## config.mk

```make
export PLATFORM = sky130hd
export DESIGN_NAME = key_value_table_top
export DESIGN_NICKNAME = d
export VERILOG_FILES = /design/src/rtl/core/kvt_pkg.sv /design/src/rtl/core/kvt_cell.sv /design/src/rtl/core/key_value_table_top.sv
export SDC_FILE = /design/constraint.sdc
export NUM_CORES = 2
export LEC_CHECK = 0
export ABC_AREA = 1
export BUFFER_PORTS_ARGS = -buffer_cell sky130_fd_sc_hd__buf_2
export CAP_MARGIN = 20
export CORE_MARGIN = 10
export CORE_UTILIZATION = 56
export DETAILED_ROUTE_END_ITERATION = 8
export GPL_TIMING_DRIVEN = 0
export PLACE_DENSITY = 0.74
export SETUP_SLACK_MARGIN = 0.3
export SLEW_MARGIN = 20
export SYNTH_ARGS = -nofsm -noshare
export SYNTH_HDL_FRONTEND = slang
export SYNTH_SLANG_ARGS = --single-unit
```

## constraint.sdc

```tcl
create_clock -name clock -period 5.3 [get_ports clock]
set_clock_uncertainty 0.15 [all_clocks]
set_input_delay 1.06 -clock clock [delete_from_list [all_inputs] [get_ports clock]]
set_output_delay 1.06 -clock clock [all_outputs]
set_load 0.05 [all_outputs]
```

## src/rtl/core/kvt_pkg.sv

```systemverilog
`default_nettype none

package kvt_pkg;

   localparam int KEY_W   = 32;
   localparam int VALUE_W = 32;
   localparam int COUNT_W = 5;

   typedef enum logic [1:0] {
      MODE_SET    = 2'd0,
      MODE_GET    = 2'd1,
      MODE_DELETE = 2'd2,
      MODE_CLEAR  = 2'd3
   } mode_type;

   typedef struct packed {
      mode_type             mode;
      logic [KEY_W-1:0]     key;
      logic [VALUE_W-1:0]   value;
   } req_type;

   typedef struct packed {
      logic                 found;
      logic                 rejected;
      logic [VALUE_W-1:0]   read_value;
      logic [COUNT_W-1:0]   entry_count;
   } rsp_type;

   // Control part of the query token that walks the cell row.
   typedef struct packed {
      logic     valid;
      mode_type mode;
      logic     hit;
      logic     appended;
   } link_ctl_type;

endpackage

`default_nettype wire

```

## src/rtl/core/kvt_cell.sv

```systemverilog
`default_nettype none

module kvt_cell
   import kvt_pkg::*;
#(
   parameter int INDEX      = 0,
   parameter int COUNT_BITS = 5,
   parameter int KEY_BITS   = 32,
   parameter int VALUE_BITS = 32
) (
   input  wire logic                  clock,
   input  wire logic                  reset,
   input  wire logic [COUNT_BITS-1:0] pair_count,
   input  wire link_ctl_type          in_ctl,
   input  wire logic [KEY_BITS-1:0]   in_key,
   input  wire logic [VALUE_BITS-1:0] in_value,
   input  wire logic [VALUE_BITS-1:0] in_rdata,
   output link_ctl_type               out_ctl,
   output logic [KEY_BITS-1:0]        out_key,
   output logic [VALUE_BITS-1:0]      out_value,
   output logic [VALUE_BITS-1:0]      out_rdata,
   input  wire logic [KEY_BITS-1:0]   nbr_key,
   input  wire logic [VALUE_BITS-1:0] nbr_value,
   output logic [KEY_BITS-1:0]        own_key,
   output logic [VALUE_BITS-1:0]      own_value
);

   localparam logic [COUNT_BITS-1:0] INDEX_C = COUNT_BITS'(INDEX);

   logic [KEY_BITS-1:0]   key_ff, key_in;
   logic [VALUE_BITS-1:0] value_ff, value_in;
   link_ctl_type          link_ctl_ff, link_ctl_in;
   logic [KEY_BITS-1:0]   link_key_ff;
   logic [VALUE_BITS-1:0] link_value_ff;
   logic [VALUE_BITS-1:0] link_rdata_ff, link_rdata_in;

   logic occupied;
   logic match;
   logic shift;
   logic append;

   always_comb begin
      occupied = INDEX_C < pair_count;
      match    = in_ctl.valid && occupied && !in_ctl.hit &&
                 (in_ctl.mode != MODE_CLEAR) && (key_ff == in_key);
      // delete: from the hit slot onward pull the right neighbor's pair in
      shift    = in_ctl.valid && occupied && (in_ctl.mode == MODE_DELETE) &&
                 (match || in_ctl.hit);
      append   = in_ctl.valid && (in_ctl.mode == MODE_SET) && !in_ctl.hit &&
                 (pair_count == INDEX_C);

      key_in   = key_ff;
      value_in = value_ff;
      if (shift) begin
         key_in   = nbr_key;
         value_in = nbr_value;
      end else if (append) begin
         key_in   = in_key;
         value_in = in_value;
      end else if (match && (in_ctl.mode == MODE_SET)) begin
         value_in = in_value;
      end

      link_ctl_in          = in_ctl;
      link_ctl_in.hit      = in_ctl.hit | match;
      link_ctl_in.appended = in_ctl.appended | append;

      link_rdata_in = in_rdata;
      if (match && (in_ctl.mode == MODE_GET)) begin
         link_rdata_in = value_ff;
      end
   end

   always_ff @(posedge clock) begin
      key_ff        <= key_in;
      value_ff      <= value_in;
      link_key_ff   <= in_key;
      link_value_ff <= in_value;
      link_rdata_ff <= link_rdata_in;
      if (reset) begin
         link_ctl_ff <= '0;
      end else begin
         link_ctl_ff <= link_ctl_in;
      end
   end

   assign out_ctl   = link_ctl_ff;
   assign out_key   = link_key_ff;
   assign out_value = link_value_ff;
   assign out_rdata = link_rdata_ff;
   assign own_key   = key_ff;
   assign own_value = value_ff;

endmodule

`default_nettype wire

```

## src/rtl/core/key_value_table_top.sv

```systemverilog
`default_nettype none

// Key-value table with unique keys, held in a row of CAPACITY cells.
// Command channel: drive req_data and raise start; the beat is taken at the
// clock edge where start is high and busy is low. req_data.mode selects
// set, get, delete or clear.
// Result channel: rsp_valid is high for exactly one cycle with rsp_data
// (found, rejected, read_value, entry_count). The receiver cannot stall it;
// a result not sampled in that cycle is gone.
// Timing: a query token walks the cell row one cell per cycle. Each cell
// registers the token, and rsp_valid is registered from the token leaving
// the last cell. busy stays high from the accepting edge until the token
// leaves the row, so a new command is taken only once the previous one is
// through; the row length alone sets how long busy stays high.
// Delete closes the gap by shifting the following pairs down one cell as
// the token passes. A set of a new key on a full table is flagged rejected.
// Reset: the pair count goes to zero and no token is in flight; the pair
// storage is not cleared, since cells at or above the count never match.

module key_value_table_top
   import kvt_pkg::*;
#(
   parameter int CAPACITY   = 16,
   parameter int KEY_BITS   = 32,
   parameter int VALUE_BITS = 32
) (
   input  wire logic    clock,
   input  wire logic    reset,
   input  wire logic    start,
   output logic         busy,
   input  wire req_type req_data,
   output logic         rsp_valid,
   output rsp_type      rsp_data
);

   localparam int COUNT_BITS = $clog2(CAPACITY + 1);
   localparam logic [COUNT_BITS-1:0] FULL_COUNT = COUNT_BITS'(CAPACITY);

   // Token links between cells; link i feeds cell i.
   link_ctl_type          ctl_link   [CAPACITY+1];
   logic [KEY_BITS-1:0]   key_link   [CAPACITY+1];
   logic [VALUE_BITS-1:0] value_link [CAPACITY+1];
   logic [VALUE_BITS-1:0] rdata_link [CAPACITY+1];

   // Stored pairs as seen by the left neighbor (delete shift path).
   logic [KEY_BITS-1:0]   store_key   [CAPACITY];
   logic [VALUE_BITS-1:0] store_value [CAPACITY];

   logic [CAPACITY-1:0]   tok_valid;

   logic                  busy_ff, busy_in;
   logic [COUNT_BITS-1:0] count_ff, count_in;
   logic                  rsp_valid_ff;
   rsp_type               rsp_data_ff, rsp_data_in;
   logic                  accept;
   link_ctl_type          tail;

   assign accept = start && !busy_ff;

   // Inject the query at the head of the row in the accepting cycle.
   always_comb begin
      ctl_link[0].valid    = accept;
      ctl_link[0].mode     = req_data.mode;
      ctl_link[0].hit      = 1'b0;
      ctl_link[0].appended = 1'b0;
   end
   assign key_link[0]   = KEY_BITS'(req_data.key);
   assign value_link[0] = VALUE_BITS'(req_data.value);
   assign rdata_link[0] = '0;

   for (genvar i = 0; i < CAPACITY; i++) begin : g_cell
      logic [KEY_BITS-1:0]   nbr_key;
      logic [VALUE_BITS-1:0] nbr_value;

      if (i == CAPACITY - 1) begin : g_last
         // Nothing beyond the last cell; it only ever drops out of the count.
         assign nbr_key   = store_key[i];
         assign nbr_value = store_value[i];
      end else begin : g_mid
         assign nbr_key   = store_key[i+1];
         assign nbr_value = store_value[i+1];
      end

      kvt_cell #(
         .INDEX      (i),
         .COUNT_BITS (COUNT_BITS),
         .KEY_BITS   (KEY_BITS),
         .VALUE_BITS (VALUE_BITS)
      ) u_cell (
         .clock      (clock),
         .reset      (reset),
         .pair_count (count_ff),
         .in_ctl     (ctl_link[i]),
         .in_key     (key_link[i]),
         .in_value   (value_link[i]),
         .in_rdata   (rdata_link[i]),
         .out_ctl    (ctl_link[i+1]),
         .out_key    (key_link[i+1]),
         .out_value  (value_link[i+1]),
         .out_rdata  (rdata_link[i+1]),
         .nbr_key    (nbr_key),
         .nbr_value  (nbr_value),
         .own_key    (store_key[i]),
         .own_value  (store_value[i])
      );

      assign tok_valid[i] = ctl_link[i+1].valid;
   end

   assign tail = ctl_link[CAPACITY];

   // Settle the count and build the result when the token leaves the row.
   always_comb begin
      count_in = count_ff;
      if (tail.valid) begin
         case (tail.mode)
            MODE_CLEAR:  count_in = '0;
            MODE_SET:    if (tail.appended) count_in = count_ff + 1'b1;
            MODE_DELETE: if (tail.hit) count_in = count_ff - 1'b1;
            default:     count_in = count_ff;
         endcase
      end

      rsp_data_in.found       = tail.hit;
      rsp_data_in.rejected    = (tail.mode == MODE_SET) && !tail.hit && !tail.appended;
      rsp_data_in.read_value  = VALUE_W'(rdata_link[CAPACITY]);
      rsp_data_in.entry_count = COUNT_W'(count_in);

      // Hold busy from the accepting edge until the token drops out.
      busy_in = busy_ff;
      if (accept) begin
         busy_in = 1'b1;
      end else if (tail.valid) begin
         busy_in = 1'b0;
      end
   end

   always_ff @(posedge clock) begin
      rsp_data_ff <= rsp_data_in;
      if (reset) begin
         busy_ff      <= 1'b0;
         count_ff     <= '0;
         rsp_valid_ff <= 1'b0;
      end else begin
         busy_ff      <= busy_in;
         count_ff     <= count_in;
         rsp_valid_ff <= tail.valid;
      end
   end

   assign busy      = busy_ff;
   assign rsp_valid = rsp_valid_ff;
   assign rsp_data  = rsp_data_ff;

`ifndef SYNTHESIS
   a_count_bound: assert property (@(posedge clock) disable iff (reset)
      count_ff <= FULL_COUNT)
      else $error("pair count above capacity");

   a_one_token: assert property (@(posedge clock) disable iff (reset)
      $onehot0(tok_valid))
      else $error("more than one token in the cell row");

   a_busy_after_accept: assert property (@(posedge clock) disable iff (reset)
      accept |=> busy_ff)
      else $error("busy not raised after accepted beat");

   a_rsp_not_busy: assert property (@(posedge clock) disable iff (reset)
      rsp_valid_ff |-> !busy_ff || $past(accept))
      else $error("result shown while an item is in flight");

   a_reject_full: assert property (@(posedge clock) disable iff (reset)
      rsp_valid_ff && rsp_data_ff.rejected |-> count_ff == FULL_COUNT)
      else $error("set rejected on a table that is not full");
`endif

endmodule

`default_nettype wire
```

==> flow_metrics.py <==
metrics = {
    "placed_design": {
        "dp_hpwl_um": 213000,
        "dpl-instance-area_mm2": 0.101,
        "gp_routability_congestion": 0.970,
        "worst_slack_placed_ns": 0.603,
        "port_buffers": 108,
        "placed_cells": 12900,
    },
    "global_routing": {
        "grt.overflow.total": 0,
        "groute.usage.overall_pct": 28.4,
        "antenna_found_initial": 3,
        "grt_pass1_vias": 70100,
        "first_pass_grt_wire_length_um": 421000,
        "grt_max_degree": 33,
    },
    "clock_network": {
        "clock_latency_ns": 0.91,
        "clock_sinks": 2622,
        "setup_buffers_after_cts": 0,
        "cts-root-buf": "sky130_fd_sc_hd__clkbuf_16",
        "clock_tree.buffer_depth": 4,
        "cts_hold_buffers": 0,
        "h_tree_depth": 5,
        "clkSlewWorstSetupHoldPaths_ns": 0.06,
        "cts_resized": 0,
        "tritoncts": "built",
        "cts_made_buffers": 276,
    },
    "sta": {
        "min_period_over_period_pct": 76.8,
        "timing_worst_slew_pin_value_ns": 1.20,
        "relSlewSlack_pct": 19.8,
        "max_slew_violation_total_from_the_final_report": 0,
        "setup_total_negative_slack_ns": 0,
        "final_hold_violation_count": 0,
        "final-setup-viol-count": 0,
        "clock.fmax_mhz": 246,
        "rsz0062_at_grt": "false",
        "final.min_clock_period_ns": 4.07,
        "post-route-worst-setup-slack_ns": 1.23,
    },
    "final_layout": {
        "seqCellArea_mm2": 0.0627,
        "area_growth_pct": 13.4,
        "multiInputGateArea_mm2": 0.0292,
        "post_route_insts_no_fill": 13300,
        "fill_cell_count": 14200,
        "layout.cell_area.non_filler_mm2": 0.110,
        "drive_above_1_share_pct": 7.85,
        "nets_final": 10900,
    },
    "critical_path": {
        "worst_setup_path_end_kind": "flip-flop",
        "critPathBufInv": 4,
        "worst_path_most_repeated_cell": "sky130_fd_sc_hd__nand2_1",
        "timing.critical_path.fanout_max": 32,
        "critical_path.top_delay_family": "simple AND/OR/NAND/NOR gates",
        "critPathRequiredTime_ns": 5.65,
        "crit_type": "flip-flop to flip-flop",
        "cpMaxStageDelayCell": "sky130_fd_sc_hd__dfxtp_1",
        "setup.worst_path.start_class": "flip-flop",
        "max_stage_delay_ns": 0.65,
        "worstPathArrival_ns": 4.42,
        "critical_path.cell_chain": "inv_2, buf_2, nand3_1, nand2_1, nor2_1, nand3_1, nor2_1, nand2_1, nand2_1, nand2_1, buf_4, buf_6, nand2_2",
    },
    "drt": {
        "route.antenna.remaining_nets": 0,
        "drc_errors": 0,
        "routedWlPerCell_um": 20.8,
        "num_vias": 70800,
        "viasPerCell": 5.31,
        "drt_iter0_drc": 7132,
        "drt-total-wl_um": 277000,
        "detailedRoute.firstPassIterationCount": 8,
    },
    "run_status": {
        "run_status": "finished clean",
    },
    "floorplan": {
        "die_area_mm2": 0.190,
        "num_io_pins": 110,
        "core_region_area_mm2": 0.172,
        "std_cell_rows": 152,
        "chipHeight_um": 436,
        "floorplan.die.width_um": 436,
        "start_util_pct": 56.3,
    },
    "logic_synthesis": {
        "netlist_top_cells_count": "3895 x sky130_fd_sc_hd__nand2_1, 1598 x sky130_fd_sc_hd__dfxtp_1, 1132 x sky130_fd_sc_hd__nand3_1",
        "mappedNetlistNets": 10500,
        "synth_area_leaders": "sky130_fd_sc_hd__dfxtp_1 33%, sky130_fd_sc_hd__edfxtp_1 32%, sky130_fd_sc_hd__nand2_1 15%",
        "yosys.cell_count.top_type": "sky130_fd_sc_hd__nand2_1",
        "ys.flop_type": "sky130_fd_sc_hd__dfxtp_1",
        "post_synth.cell_area_avg_um2": 9.29,
        "synth_top_area_cell": "sky130_fd_sc_hd__dfxtp_1",
        "synth.lib_cells_used.distinct": 40,
        "synth_top_area_share_pct": 33.1,
        "synth_cells": 10400,
        "yosys_register_bits": 2622,
        "ys_async_sr_fraction_pct": 0,
        "ys_warn_count": 0,
        "synth_edf_count": 1024,
        "synth.cell_area_mm2": 0.0967,
        "synth_sequential_area_ratio_pct": 64.9,
    },
    "pwr": {
        "vdd.ir_drop.worst_v": 0.000296,
        "p_leak_nw": 48.9,
        "power.density_mw_per_mm2": 381,
        "p_total_w": 0.0417,
    },
    "worst_hold_path": {
        "timing.hold.worst.class": "input pin to flip-flop",
    },
    "flow_run": {
        "cap_violations": 0,
    },
}
==> registers in the layout, summed over array words and instances, names as in the netlist <==
| register | flops |
|---|---|
| g_cell.u_cell.out_ctl | 80 |
| g_cell.u_cell.out_value | 480 |
| count_ff | 5 |
| g_cell.u_cell.own_value | 512 |
| busy | 1 |
| rsp_valid | 1 |
| rsp_data | 39 |
| g_cell.u_cell.out_key | 480 |
| g_cell.u_cell.own_key | 512 |
| g_cell.u_cell.out_rdata | 512 |
==> worst paths after layout <==
path	endpoint	slack (ns)	cells past startpoint	start
worst max-delay path	g_cell[1].u_cell.own_key[19]$_DFFE_PP_	1.23	13	count_ff[0]$_SDFF_PP0_
worst min-delay path	g_cell[0].u_cell.out_value[23]$_DFF_P_	0.10	1	req_data[23]
worst max register to register	g_cell[1].u_cell.own_key[19]$_DFFE_PP_	1.23	13	count_ff[0]$_SDFF_PP0_
worst min register to register	rsp_data[12]$_DFF_P_	0.18	0	g_cell[15].u_cell.out_rdata[7]$_DFF_P_
==> cells in the final DEF (no fill, tap or decap), drive strengths merged, types with 4 or more instances in the layout <==
master | synthesis | layout
nor3b | 11 | 11
a21oi | 52 | 52
nand2 | 3897 | 3897
inv | 693 | 700
clkbuf | 250 | 621
nor3 | 56 | 56
nand3b | 8 | 8
xnor2 | 163 | 163
o31ai | 4 | 4
buf | 260 | 395
and2 | 7 | 7
nor4 | 10 | 10
nand3 | 1132 | 1132
edfxtp | 1024 | 1024
nand4 | 479 | 479
or2 | 36 | 36
bufinv | 0 | 22
o22ai | 17 | 17
nor2 | 550 | 550
clkinv | 0 | 65
o21ai | 98 | 98
clkinvlp | 0 | 13
dfxtp | 1598 | 1598
o21bai | 4 | 4
xor2 | 48 | 48
ha | 5 | 5
==> final cells by class <==
| type | instances | area share [%] |
|---|---|---|
| clock buffers | 371 | 7.07 |
| well taps | 2310 | 2.64 |
| multi-input cells | 6590 | 26.6 |
| inverters | 693 | 2.37 |
| clock inverters | 107 | 1.02 |
| repair buffers | 135 | 0.934 |
| diodes | 3 | 0.00685 |
| flip-flops and latches | 2622 | 57.2 |
| plain buffers | 510 | 2.11 |
==> report_power, final <==
group	internal (W)	leakage, nW	total (W)	switching [W]
clock network	0.0113	4.35	0.0192	0.00786
registers	0.0213	22.4	0.0217	0.000375
logic	0.000317	22.1	0.000863	0.000546
total	0.0330	48.9	0.0417	0.00878
==> worst reg2reg max path: cells and delay by family (launching register included) <==
family	cells	cell delay [ns]
flip-flops	1	0.65
AND/OR/NAND/NOR	9	2.07
buffers and inverters	4	0.77
==> routing by layer <==
metal	GRT usage (%)	wire, um
met3	3.81	14300
met4	15.3	16500
met5	0	0
met1	33.7	109000
met2	49.7	137000
==> kinds of logic (layout without fill, tap and decap cells) <==
kind of cell	count (synthesis)	in the layout	synth area share [%]
compound gates	183	183	1.01
flops	2622	2622	64.9
xor+xnor	211	211	1.91
fa+ha+maj	5	5	0.0647
simple gates	6191	6191	27.1
other cells	0	3	0
buf+inv	1203	1816	5.08
==> metrics by stage <==
stage          util [%]  hold WS (ns)
2_1_floorplan         -         0.160
3_3_place_gp       58.3         0.161
3_5_place_dp       58.7         0.162
4_1_cts            63.8        0.0580
5_1_grt            63.9        0.0772
6_report           63.9         0.104
No activity file was read; power rests on OpenSTA's default activity.
